===== src/design/hack_instruction_line_encoder_assert.svh =====
// assertion helpers for the hack line encoder
`ifndef HACK_INSTRUCTION_LINE_ENCODER_ASSERT_SVH
`define HACK_INSTRUCTION_LINE_ENCODER_ASSERT_SVH

`ifndef SYNTHESIS

// same-cycle implication
`define HILE_ASSERT_IMPLY(lbl, clk, rst_n, pre, post, msg) \
    lbl: assert property (@(posedge clk) disable iff (!rst_n) (pre) |-> (post)) \
        else $error(msg);

// next-cycle implication
`define HILE_ASSERT_NEXT(lbl, clk, rst_n, pre, post, msg) \
    lbl: assert property (@(posedge clk) disable iff (!rst_n) (pre) |=> (post)) \
        else $error(msg);

`else

`define HILE_ASSERT_IMPLY(lbl, clk, rst_n, pre, post, msg)
`define HILE_ASSERT_NEXT(lbl, clk, rst_n, pre, post, msg)

`endif

`endif


===== src/design/hile_pkg.sv =====
`default_nettype none

package hile_pkg;

    typedef logic [7:0]  char_t;
    typedef logic [15:0] word_t;

    typedef enum logic [1:0] {
        STATUS_OK         = 2'd0,
        STATUS_BAD_COMP   = 2'd1,
        STATUS_BAD_JUMP   = 2'd2,
        STATUS_BAD_NUMBER = 2'd3
    } status_t;

    typedef enum logic [1:0] {
        PH_SKIP   = 2'd0,
        PH_SIGN   = 2'd1,
        PH_DIGITS = 2'd2,
        PH_DONE   = 2'd3
    } num_phase_t;

    typedef struct packed {
        char_t ch;
        logic  last_char;
    } char_beat_t;

    typedef struct packed {
        logic            at_start;
        logic            addr_form;
        logic [2:0]      dest_bits;
        logic            seen_equal;
        logic            seen_semi;
        logic [2:0][7:0] comp_text;
        logic [2:0]      comp_len;
        logic [2:0][7:0] jump_text;
        logic [2:0]      jump_len;
        logic [31:0]     accum;
        num_phase_t      phase;
        logic            neg;
        logic            err;
    } parse_state_t;

    typedef struct packed {
        logic       hit;
        logic [5:0] code;
    } comp_hit_t;

    typedef struct packed {
        logic       hit;
        logic [2:0] code;
    } jump_hit_t;

    localparam parse_state_t PARSE_IDLE = '{
        at_start:   1'b1,
        addr_form:  1'b0,
        dest_bits:  3'd0,
        seen_equal: 1'b0,
        seen_semi:  1'b0,
        comp_text:  24'd0,
        comp_len:   3'd0,
        jump_text:  24'd0,
        jump_len:   3'd0,
        accum:      32'd0,
        phase:      PH_SKIP,
        neg:        1'b0,
        err:        1'b0
    };

    localparam logic [2:0] COMP_LEN_FULL   = 3'd3;
    localparam logic [2:0] COMP_LEN_LONG   = 3'd4;
    localparam logic [2:0] COMP_LEN_BAD_EQ = 3'd7;
    localparam logic [2:0] JUMP_LEN_FULL   = 3'd3;
    localparam logic [2:0] JUMP_LEN_OVER   = 3'd4;

    localparam logic [2:0] DEST_A = 3'b100;
    localparam logic [2:0] DEST_D = 3'b010;
    localparam logic [2:0] DEST_M = 3'b001;

    localparam char_t CH_AT    = 8'h40;
    localparam char_t CH_EQ    = 8'h3D;
    localparam char_t CH_SEMI  = 8'h3B;
    localparam char_t CH_PLUS  = 8'h2B;
    localparam char_t CH_MINUS = 8'h2D;
    localparam char_t CH_SPACE = 8'h20;
    localparam char_t CH_TAB   = 8'h09;
    localparam char_t CH_CR    = 8'h0D;
    localparam char_t CH_ZERO  = 8'h30;
    localparam char_t CH_NINE  = 8'h39;
    localparam char_t CH_A     = 8'h41;
    localparam char_t CH_D     = 8'h44;
    localparam char_t CH_M     = 8'h4D;

    localparam logic [34:0] NUM_LIMIT_POS = 35'h07FFFFFFF;
    localparam logic [34:0] NUM_LIMIT_NEG = 35'h080000000;

    function automatic logic is_blank(input char_t c);
        return (c == CH_SPACE) || ((c >= CH_TAB) && (c <= CH_CR));
    endfunction

    function automatic logic is_digit(input char_t c);
        return (c >= CH_ZERO) && (c <= CH_NINE);
    endfunction

    // exact match against the comp mnemonics, only the first len chars count
    function automatic comp_hit_t comp_lookup(input char_t t0, input char_t t1,
                                              input char_t t2, input logic [2:0] len);
        comp_hit_t r;
        r.hit  = 1'b1;
        r.code = 6'd0;
        case (len)
            3'd1:
            begin
                case (t0)
                    "0":      r.code = 6'h2A;
                    "1":      r.code = 6'h3F;
                    "D":      r.code = 6'h0C;
                    "A", "M": r.code = 6'h30;
                    default:  r.hit  = 1'b0;
                endcase
            end
            3'd2:
            begin
                case ({t0, t1})
                    "-1":       r.code = 6'h3A;
                    "!D":       r.code = 6'h0D;
                    "!A", "!M": r.code = 6'h31;
                    "-D":       r.code = 6'h0F;
                    "-A", "-M": r.code = 6'h33;
                    default:    r.hit  = 1'b0;
                endcase
            end
            3'd3:
            begin
                case ({t0, t1, t2})
                    "D+1":        r.code = 6'h1F;
                    "A+1", "M+1": r.code = 6'h37;
                    "D-1":        r.code = 6'h0E;
                    "A-1", "M-1": r.code = 6'h32;
                    "D+A", "D+M": r.code = 6'h02;
                    "D-A", "D-M": r.code = 6'h13;
                    "A-D", "M-D": r.code = 6'h07;
                    "D&A", "D&M": r.code = 6'h00;
                    "D|A", "D|M": r.code = 6'h15;
                    default:      r.hit  = 1'b0;
                endcase
            end
            default: r.hit = 1'b0;
        endcase
        return r;
    endfunction

    function automatic jump_hit_t jump_lookup(input char_t t0, input char_t t1,
                                              input char_t t2);
        jump_hit_t r;
        r.hit  = 1'b1;
        r.code = 3'd0;
        case ({t0, t1, t2})
            "JGT":   r.code = 3'd1;
            "JEQ":   r.code = 3'd2;
            "JGE":   r.code = 3'd3;
            "JLT":   r.code = 3'd4;
            "JNE":   r.code = 3'd5;
            "JLE":   r.code = 3'd6;
            "JMP":   r.code = 3'd7;
            default: r.hit  = 1'b0;
        endcase
        return r;
    endfunction

endpackage

`default_nettype wire


===== src/design/hile_if.sv =====
`default_nettype none

interface hile_char_if;
    logic            valid;
    logic            ready;
    hile_pkg::char_t ch;
    logic            last_char;

    modport source (output valid, output ch, output last_char, input ready);
    modport sink   (input valid, input ch, input last_char, output ready);
endinterface

interface hile_word_if;
    logic            valid;
    logic            ready;
    hile_pkg::word_t word;
    logic [1:0]      status;

    modport source (output valid, output word, output status, input ready);
    modport sink   (input valid, input word, input status, output ready);
endinterface

`default_nettype wire


===== src/design/hack_instruction_line_encoder.sv =====
// hack assembly line encoder: one character beat per cycle in, one word per line out
// a line end beat goes through the input register, then its result is registered
// throughput: one character per cycle; input register, parse logic and result register
// a line end waits only when the previous result has not been taken
// reset: rst_n asynchronous active low, clears parse state and both valid flags
`default_nettype none

module hack_instruction_line_encoder (
    input  wire logic   clk,
    input  wire logic   rst_n,
    hile_char_if.sink   line,
    hile_word_if.source instr
);
    import hile_pkg::*;

    logic       beat_valid;
    char_beat_t beat;
    logic       beat_take;

    hile_in_reg u_in_reg (
        .clk        (clk),
        .rst_n      (rst_n),
        .line       (line),
        .beat_valid (beat_valid),
        .beat       (beat),
        .beat_take  (beat_take)
    );

    hile_core u_core (
        .clk        (clk),
        .rst_n      (rst_n),
        .beat_valid (beat_valid),
        .beat       (beat),
        .beat_take  (beat_take),
        .instr      (instr)
    );

endmodule

`default_nettype wire


===== src/design/hile_in_reg.sv =====
`default_nettype none

module hile_in_reg (
    input  wire logic             clk,
    input  wire logic             rst_n,
    hile_char_if.sink             line,
    output logic                  beat_valid,
    output hile_pkg::char_beat_t  beat,
    input  wire logic             beat_take
);
    import hile_pkg::*;

    logic       valid_reg;
    logic       valid_next;
    char_beat_t beat_reg;
    logic       accept;

    assign line.ready = !valid_reg || beat_take;
    assign accept     = line.valid && line.ready;

    always_comb
    begin
        valid_next = valid_reg;
        if (accept)
        begin
            valid_next = 1'b1;
        end
        else if (beat_take)
        begin
            valid_next = 1'b0;
        end
    end

    always_ff @(posedge clk or negedge rst_n)
    begin
        if (!rst_n)
        begin
            valid_reg <= 1'b0;
        end
        else
        begin
            valid_reg <= valid_next;
        end
    end

    always_ff @(posedge clk)
    begin
        if (accept)
        begin
            beat_reg.ch        <= line.ch;
            beat_reg.last_char <= line.last_char;
        end
    end

    assign beat_valid = valid_reg;
    assign beat       = beat_reg;

endmodule

`default_nettype wire


===== src/design/hile_core.sv =====
`default_nettype none

`include "hack_instruction_line_encoder_assert.svh"

module hile_core (
    input  wire logic                 clk,
    input  wire logic                 rst_n,
    input  wire logic                 beat_valid,
    input  wire hile_pkg::char_beat_t beat,
    output logic                      beat_take,
    hile_word_if.source               instr
);
    import hile_pkg::*;

    parse_state_t state_reg;
    parse_state_t state_next;
    parse_state_t s;
    logic         out_valid_reg;
    logic         out_valid_next;
    word_t        word_reg;
    word_t        word_next;
    status_t      status_reg;
    status_t      status_next;

    char_t        c;
    logic [34:0]  num_v;
    logic         num_over;
    comp_hit_t    comp_hit;
    jump_hit_t    jump_hit;
    logic         a_bit;
    logic [2:0]   jump_code;
    logic [2:0]   dest;
    logic         jump_bad;
    logic [14:0]  addr_val;

    // a line end may only be taken when the result register is free or being read out
    assign beat_take = beat_valid
        && (!beat.last_char || !out_valid_reg || instr.ready);
    assign c = beat.ch;

    // accum * 10 + digit
    assign num_v = ({3'd0, state_reg.accum} << 3) + ({3'd0, state_reg.accum} << 1)
        + {31'd0, c[3:0]};
    assign num_over = num_v > (state_reg.neg ? NUM_LIMIT_NEG : NUM_LIMIT_POS);

    always_comb
    begin
        s = state_reg;
        if (s.at_start && (c == CH_AT))
        begin
            s.addr_form = 1'b1;
        end
        else if (s.addr_form)
        begin
            case (s.phase)
                PH_SKIP:
                begin
                    if (!is_blank(c))
                    begin
                        if ((c == CH_PLUS) || (c == CH_MINUS))
                        begin
                            s.neg   = s.neg || (c == CH_MINUS);
                            s.phase = PH_SIGN;
                        end
                        else if (is_digit(c))
                        begin
                            if (!s.err)
                            begin
                                if (num_over)
                                    s.err = 1'b1;
                                else
                                    s.accum = num_v[31:0];
                            end
                            s.phase = PH_DIGITS;
                        end
                        else
                        begin
                            s.err   = 1'b1;
                            s.phase = PH_DONE;
                        end
                    end
                end
                PH_SIGN, PH_DIGITS:
                begin
                    if (is_digit(c))
                    begin
                        if (!s.err)
                        begin
                            if (num_over)
                                s.err = 1'b1;
                            else
                                s.accum = num_v[31:0];
                        end
                        s.phase = PH_DIGITS;
                    end
                    else
                    begin
                        // a sign with no digit after it is an error
                        s.err   = s.err || (s.phase == PH_SIGN);
                        s.phase = PH_DONE;
                    end
                end
                default:
                begin
                    s.phase = PH_DONE;
                end
            endcase
        end
        else if (s.seen_semi)
        begin
            if ((c == CH_EQ) && !s.seen_equal)
                s.comp_len = COMP_LEN_BAD_EQ;
            if (s.jump_len < JUMP_LEN_FULL)
                s.jump_text[s.jump_len[1:0]] = c;
            if (s.jump_len < JUMP_LEN_OVER)
                s.jump_len = s.jump_len + 3'd1;
        end
        else if (c == CH_SEMI)
        begin
            s.seen_semi = 1'b1;
        end
        else if ((c == CH_EQ) && !s.seen_equal)
        begin
            s.seen_equal = 1'b1;
            s.comp_len   = 3'd0;
        end
        else
        begin
            if (!s.seen_equal)
            begin
                if (c == CH_A) s.dest_bits = s.dest_bits | DEST_A;
                if (c == CH_D) s.dest_bits = s.dest_bits | DEST_D;
                if (c == CH_M) s.dest_bits = s.dest_bits | DEST_M;
            end
            if (s.comp_len < COMP_LEN_FULL)
                s.comp_text[s.comp_len[1:0]] = c;
            if (s.comp_len < COMP_LEN_LONG)
                s.comp_len = s.comp_len + 3'd1;
        end
        s.at_start = 1'b0;
    end

    // line finish, computed from the state after this beat
    always_comb
    begin
        comp_hit = comp_lookup(s.comp_text[0], s.comp_text[1], s.comp_text[2],
                               s.comp_len);
        jump_hit = jump_lookup(s.jump_text[0], s.jump_text[1], s.jump_text[2]);
        a_bit = 1'b0;
        for (int k = 0; k < 3; k++)
        begin
            if ((3'(k) < s.comp_len) && (s.comp_text[k] == CH_M))
                a_bit = 1'b1;
        end
        jump_bad  = 1'b0;
        jump_code = 3'd0;
        if (s.seen_semi && (s.jump_len == JUMP_LEN_FULL))
        begin
            jump_bad  = !jump_hit.hit;
            jump_code = jump_hit.code;
        end
        dest     = s.seen_equal ? s.dest_bits : 3'd0;
        addr_val = s.neg ? (15'd0 - s.accum[14:0]) : s.accum[14:0];

        word_next   = 16'd0;
        status_next = STATUS_OK;
        if (s.addr_form)
        begin
            if ((s.phase == PH_SKIP) || (s.phase == PH_SIGN) || s.err)
                status_next = STATUS_BAD_NUMBER;
            else
                word_next = {1'b0, addr_val};
        end
        else if (!comp_hit.hit)
        begin
            status_next = STATUS_BAD_COMP;
        end
        else if (jump_bad)
        begin
            status_next = STATUS_BAD_JUMP;
        end
        else
        begin
            word_next = {3'b111, a_bit, comp_hit.code, dest, jump_code};
        end
    end

    always_comb
    begin
        state_next     = state_reg;
        out_valid_next = out_valid_reg;
        if (instr.ready)
            out_valid_next = 1'b0;
        if (beat_take)
        begin
            if (beat.last_char)
            begin
                state_next     = PARSE_IDLE;
                out_valid_next = 1'b1;
            end
            else
            begin
                state_next = s;
            end
        end
    end

    always_ff @(posedge clk or negedge rst_n)
    begin
        if (!rst_n)
        begin
            state_reg     <= PARSE_IDLE;
            out_valid_reg <= 1'b0;
        end
        else
        begin
            state_reg     <= state_next;
            out_valid_reg <= out_valid_next;
        end
    end

    always_ff @(posedge clk)
    begin
        if (beat_take && beat.last_char)
        begin
            word_reg   <= word_next;
            status_reg <= status_next;
        end
    end

    assign instr.valid  = out_valid_reg;
    assign instr.word   = word_reg;
    assign instr.status = status_reg;

    `HILE_ASSERT_IMPLY(a_err_word_zero, clk, rst_n, out_valid_reg && (status_reg != STATUS_OK), word_reg == 16'd0, "error result carries a nonzero word")
    `HILE_ASSERT_NEXT(a_line_end_result, clk, rst_n, beat_take && beat.last_char, out_valid_reg, "line end gave no result")
    `HILE_ASSERT_NEXT(a_line_end_clear, clk, rst_n, beat_take && beat.last_char, state_reg.at_start && !state_reg.addr_form && (state_reg.comp_len == 3'd0), "parse state not cleared after line end")
    `HILE_ASSERT_IMPLY(a_c_form_prefix, clk, rst_n, out_valid_reg && word_reg[15], word_reg[14:13] == 2'b11, "c instruction without 111 prefix")

endmodule

`default_nettype wire

===== src/flat_wrapper.sv =====
// flat-port wrapper written by rule: the top's interface ports become plain ports
module hack_instruction_line_encoder_flat import hile_pkg::*;
  (clk, rst_n, line_valid, line_ch, line_last_char, line_ready, instr_valid, instr_word, instr_status, instr_ready);
  hile_char_if line_i ();
  hile_word_if instr_i ();
  input  wire logic clk;
  input  wire logic rst_n;
  input wire logic [$bits(line_i.valid)-1:0] line_valid;
  input wire logic [$bits(line_i.ch)-1:0] line_ch;
  input wire logic [$bits(line_i.last_char)-1:0] line_last_char;
  output wire logic [$bits(line_i.ready)-1:0] line_ready;
  output wire logic [$bits(instr_i.valid)-1:0] instr_valid;
  output wire logic [$bits(instr_i.word)-1:0] instr_word;
  output wire logic [$bits(instr_i.status)-1:0] instr_status;
  input wire logic [$bits(instr_i.ready)-1:0] instr_ready;
  assign line_i.valid = line_valid;
  assign line_i.ch = line_ch;
  assign line_i.last_char = line_last_char;
  assign line_ready = line_i.ready;
  assign instr_valid = instr_i.valid;
  assign instr_word = instr_i.word;
  assign instr_status = instr_i.status;
  assign instr_i.ready = instr_ready;
  hack_instruction_line_encoder u_core (.clk(clk), .rst_n(rst_n), .line(line_i), .instr(instr_i));
endmodule

===== config.mk =====
export PLATFORM = sky130hd
export DESIGN_NAME = hack_instruction_line_encoder_flat
export DESIGN_NICKNAME = d
export VERILOG_FILES = /design/src/design/hile_pkg.sv /design/src/design/hile_if.sv /design/src/design/hack_instruction_line_encoder.sv /design/src/design/hile_in_reg.sv /design/src/design/hile_core.sv /design/src/flat_wrapper.sv
export VERILOG_INCLUDE_DIRS = /design/src /design/src/design
export SDC_FILE = /design/constraint.sdc
export NUM_CORES = 1
export LEC_CHECK = 0
export ABC_CLOCK_PERIOD_IN_PS = 12400
export BUFFER_PORTS_ARGS = -buffer_cell sky130_fd_sc_hd__buf_2
export CAP_MARGIN = 20
export CORE_MARGIN = 8
export CORE_UTILIZATION = 38
export DETAILED_ROUTE_END_ITERATION = 8
export GPL_TIMING_DRIVEN = 0
export PLACE_DENSITY_LB_ADDON = 0.25
export SLEW_MARGIN = 10
export SYNTH_ARGS = -nofsm -noshare
export SYNTH_HDL_FRONTEND = slang
export SYNTH_SLANG_ARGS = --single-unit

===== constraint.sdc =====
create_clock -name clk -period 12.4 [get_ports clk]
set_clock_uncertainty 0.15 [all_clocks]
set_input_delay 0.62 -clock clk [delete_from_list [all_inputs] [get_ports clk]]
set_output_delay 0.62 -clock clk [all_outputs]
set_load 0.005 [all_outputs]

==> impl_results.rst <==
.. list-table::
   :header-rows: 1

   * - Metric
     - Value
   * - Outcome
     - finished clean
   * - Gp weighted congestion
     - 0.942
   * - Setup TNS Final
     - 0 ns
   * - Syn_nets
     - roughly 1400
   * - Core Region
     - approximately 28000 µm²
   * - Count of mapped cells out of synthesis
     - 1265
   * - Most used DFF post-synth
     - dfrtp_1
   * - Capturing element type of the critical path
     - flip-flop
   * - Buffers inserted by post-CTS timing repair
     - 0
   * - GRT Util Overall
     - 0.211
   * - Area taken by flip-flops and latches
     - 3290 µm²
   * - Commonest non-fill, non-tap cell in the layout
     - nand2_1
   * - Number of global-route vias before repair
     - 10100
   * - Depth of the CTS H-tree
     - 4
   * - ANT nets after route
     - 0
   * - Path type of the worst min-delay path
     - primary input to flip-flop
   * - Power after layout
     - 1.20 mW
   * - Yosys warns
     - 0
   * - Kind of cell adding the most delay to the critical path
     - compound AO/OA/AOI/OAI gates
   * - Starting Density
     - 0.382
   * - Maximum fanout along the worst path
     - 10
   * - Largest register FFs
     - 97
   * - Wire length of the first global-routing pass
     - ~56000 µm
   * - Arrival time worst endpoint
     - between 8 and 9 ns
   * - Kind of critical path
     - flip-flop to flip-flop
   * - CP Data Required Time
     - 12.40 ns
   * - Via count normalized by instance count
     - ~6
   * - Antenna violations before repair
     - 0
   * - Maximum capacitance violations
     - 0
   * - Post-synthesis cell area
     - 10900 µm²
   * - Measured slew at the worst slew-check pin
     - 1.25 ns
   * - X dimension of the die
     - ~190 µm
   * - Most frequent cells in the layout
     - 149 x nand2_1, 107 x ha_1, 98 x dfrtp_1
   * - Total CTS buffers
     - 17
   * - Bufs and invs on worst path
     - 2
   * - Violation count after the first detailed-routing iteration
     - 1076
   * - Biggest cell delay along the critical path
     - 0.65 ns
   * - Maximum VDD drop
     - 0.0791 mV
   * - Crit path top cell by count
     - a21o_1
   * - Num ports
     - 33
   * - Antenna Cells
     - 0
   * - RSZ-0062 raised after global routing
     - no
   * - Grt total ovfl
     - 0
   * - Clock latency of the later-clocked register in the worst-skew pair
     - 0.44 ns
   * - Row cnt
     - 62
   * - Number of buffer cells added on primary ports
     - 32
   * - Headroom to the max-slew limit
     - 0.157
   * - Ratio of cells with drive above 1 in the final layout
     - 0.0968
   * - Library cell contributing the largest single delay on the critical path
     - fa_1
   * - Power per cell area
     - 98.1 nW/µm²
   * - EDFF count, synth
     - 27
   * - Deepest clock path buffer count
     - 2
   * - Wirelength per Cell
     - a little over 20 µm
   * - Clock root buffer
     - clkbuf_16
   * - Shortest clock period the worst path allows after layout
     - 8.90 ns
   * - Die area
     - around 34000 µm²
   * - Post-route DRC
     - 0
   * - Net count, final
     - 1441
   * - Share of the clock period used by the worst path after layout
     - 0.718
   * - CTS tree
     - done
   * - Max Clk Rate
     - 112 MHz
   * - Hold violation count in the final report
     - 0
   * - Number of detailed-routing iterations run before antenna repair
     - 5
   * - CTS clk-pin slew, worst paths
     - approximately 0.06 ns
   * - DR vias
     - 10300
   * - Pins Over Slew Limit
     - 0
   * - Footprint of the multi-input gates
     - 7240 µm²
   * - Die Ht
     - 185 µm
   * - Final setup violation count
     - 0
   * - Number of synthesized register bits
     - 126
   * - CP Launch Type
     - flip-flop
   * - Post-synthesis area per instance
     - around 8.6 µm²
   * - Maximum number of pins on one net before global-route repair
     - 67
   * - FFs w/ async S/R, synth
     - 0.786
   * - Synth cell types
     - between 90 and 100
   * - Number of placed instances with taps included
     - 1683
   * - Final instance count without filler cells
     - approximately 1700
   * - Layout-stage area growth over the synthesis result
     - 12.0%
   * - Dpl hpwl
     - 27000 µm
   * - Number of filler cells placed in the layout
     - 2892
   * - Sink Count
     - 126
   * - Routed Wire Length
     - 35200 µm
   * - Portion of the post-synthesis area used by sequential elements
     - 0.302
   * - Leakage power figure
     - roughly 5.3 nW
==> cell usage after synthesis (all sizes together) (16+ instances only) <==
cell,number,share of area
a21o,22,0.015
o21ai,112,0.052
nand3,33,0.015
edfxtp,27,0.074
nand4,29,0.017
a31oi,25,0.014
nor2,98,0.034
xnor2,20,0.016
nor3,24,0.013
and2,17,0.0098
a21oi,73,0.034
nand2,150,0.052
ha,107,0.12
nor4,17,0.011
buf,19,0.0097
a22o,40,0.032
mux2i,16,0.015
clkbuf,32,0.011
inv,33,0.011
dfrtp,98,0.23
==> path summary, 6_finish.rpt <==
check / cells past startpoint / slack (ns) / startpoint / end
worst max-delay path: 30 / 3.50 / u_core.u_in_reg.beat[4]$_DFFE_PP_ / u_core.u_core.instr.word[10]$_DFFE_PP_
worst min-delay path: 1 / 0.21 / line_ch[6] / u_core.u_in_reg.beat[7]$_DFFE_PP_
worst max register to register: 30 / 3.50 / u_core.u_in_reg.beat[4]$_DFFE_PP_ / u_core.u_core.instr.word[10]$_DFFE_PP_
worst min register to register: 2 / 0.33 / u_core.u_core.state_reg[42]$_DFFE_PN0P_ / u_core.u_core.state_reg[42]$_DFFE_PN0P_
max in group asynchronous: 3 / 10.86 / rst_n / u_core.u_core.state_reg[96]$_DFFE_PN1P_
min in group asynchronous: 2 / 0.52 / rst_n / u_core.u_core.state_reg[88]$_DFFE_PN0P_
==> routing by layer <==
layer | global-route usage | vias up | part of all wire
li1 | - | 4950 | -
met1 | 0.273 | 5007 | 0.45
met3 | 0.0326 | 47 | 0.045
met5 | 0 | - | 0
met2 | 0.355 | 332 | 0.48
met4 | 0.0663 | 0 | 0.021
==> worst register-to-register path: cells and delay by family, from the launching register on <==
kind	cells	cell delay [ns]
flip-flops	1	0.52
XOR/XNOR	2	0.44
AO/OA/AOI/OAI	18	4.67
AND/OR/NAND/NOR	4	0.79
adder cells (fa/ha/maj)	4	1.51
buffers and inverters	2	0.54
==> power breakdown <==
part	internal, mW	switching [mW]	total (mW)
clock network	0.300	0.218	0.517
logic	0.0696	0.137	0.207
registers	0.448	0.0233	0.471
==> layout make-up <==
| cell class | instances | area share |
|---|---|---|
| Clock buffer | 18 | 0.0352 |
| Clock inverter | 14 | 0.0132 |
| Multi-Input combinational cell | 1053 | 0.594 |
| Tap cell | 384 | 0.0394 |
| Inverter | 35 | 0.0108 |
| Buffer | 51 | 0.0185 |
| Sequential cell | 126 | 0.270 |
| Timing Repair Buffer | 35 | 0.0190 |
==> cells by family (layout without fill, tap and decap cells) <==
kind of cell,count (synthesis),in the layout,share of synthesized area
simple gates,477,477,0.229
compound gates,411,411,0.261
flops,126,126,0.302
fa+ha+maj,109,109,0.127
buf+inv,86,153,0.0328
xor+xnor,35,35,0.0282
mux,21,21,0.0199
==> per-stage QoR <==
step           cell area (µm²)   util  hold slack (ns)  worst slack, ns
6_report                 12200  0.428            0.213             3.50
3_5_place_dp             11600  0.407            0.314             3.70
3_3_place_gp             11500  0.405            0.307             3.69
5_1_grt                  12200  0.428            0.194             3.06
2_1_floorplan            10900      -            0.174             5.16
4_1_cts                  12200  0.428            0.196             3.63
==> timing repair <==
item                                   4_1_cts  5_1_grt
gates resized for setup                      0        0
hold buffers                                 1        0
endpoints found under the hold margin       33        0
Power figures use the tool's default switching activity.
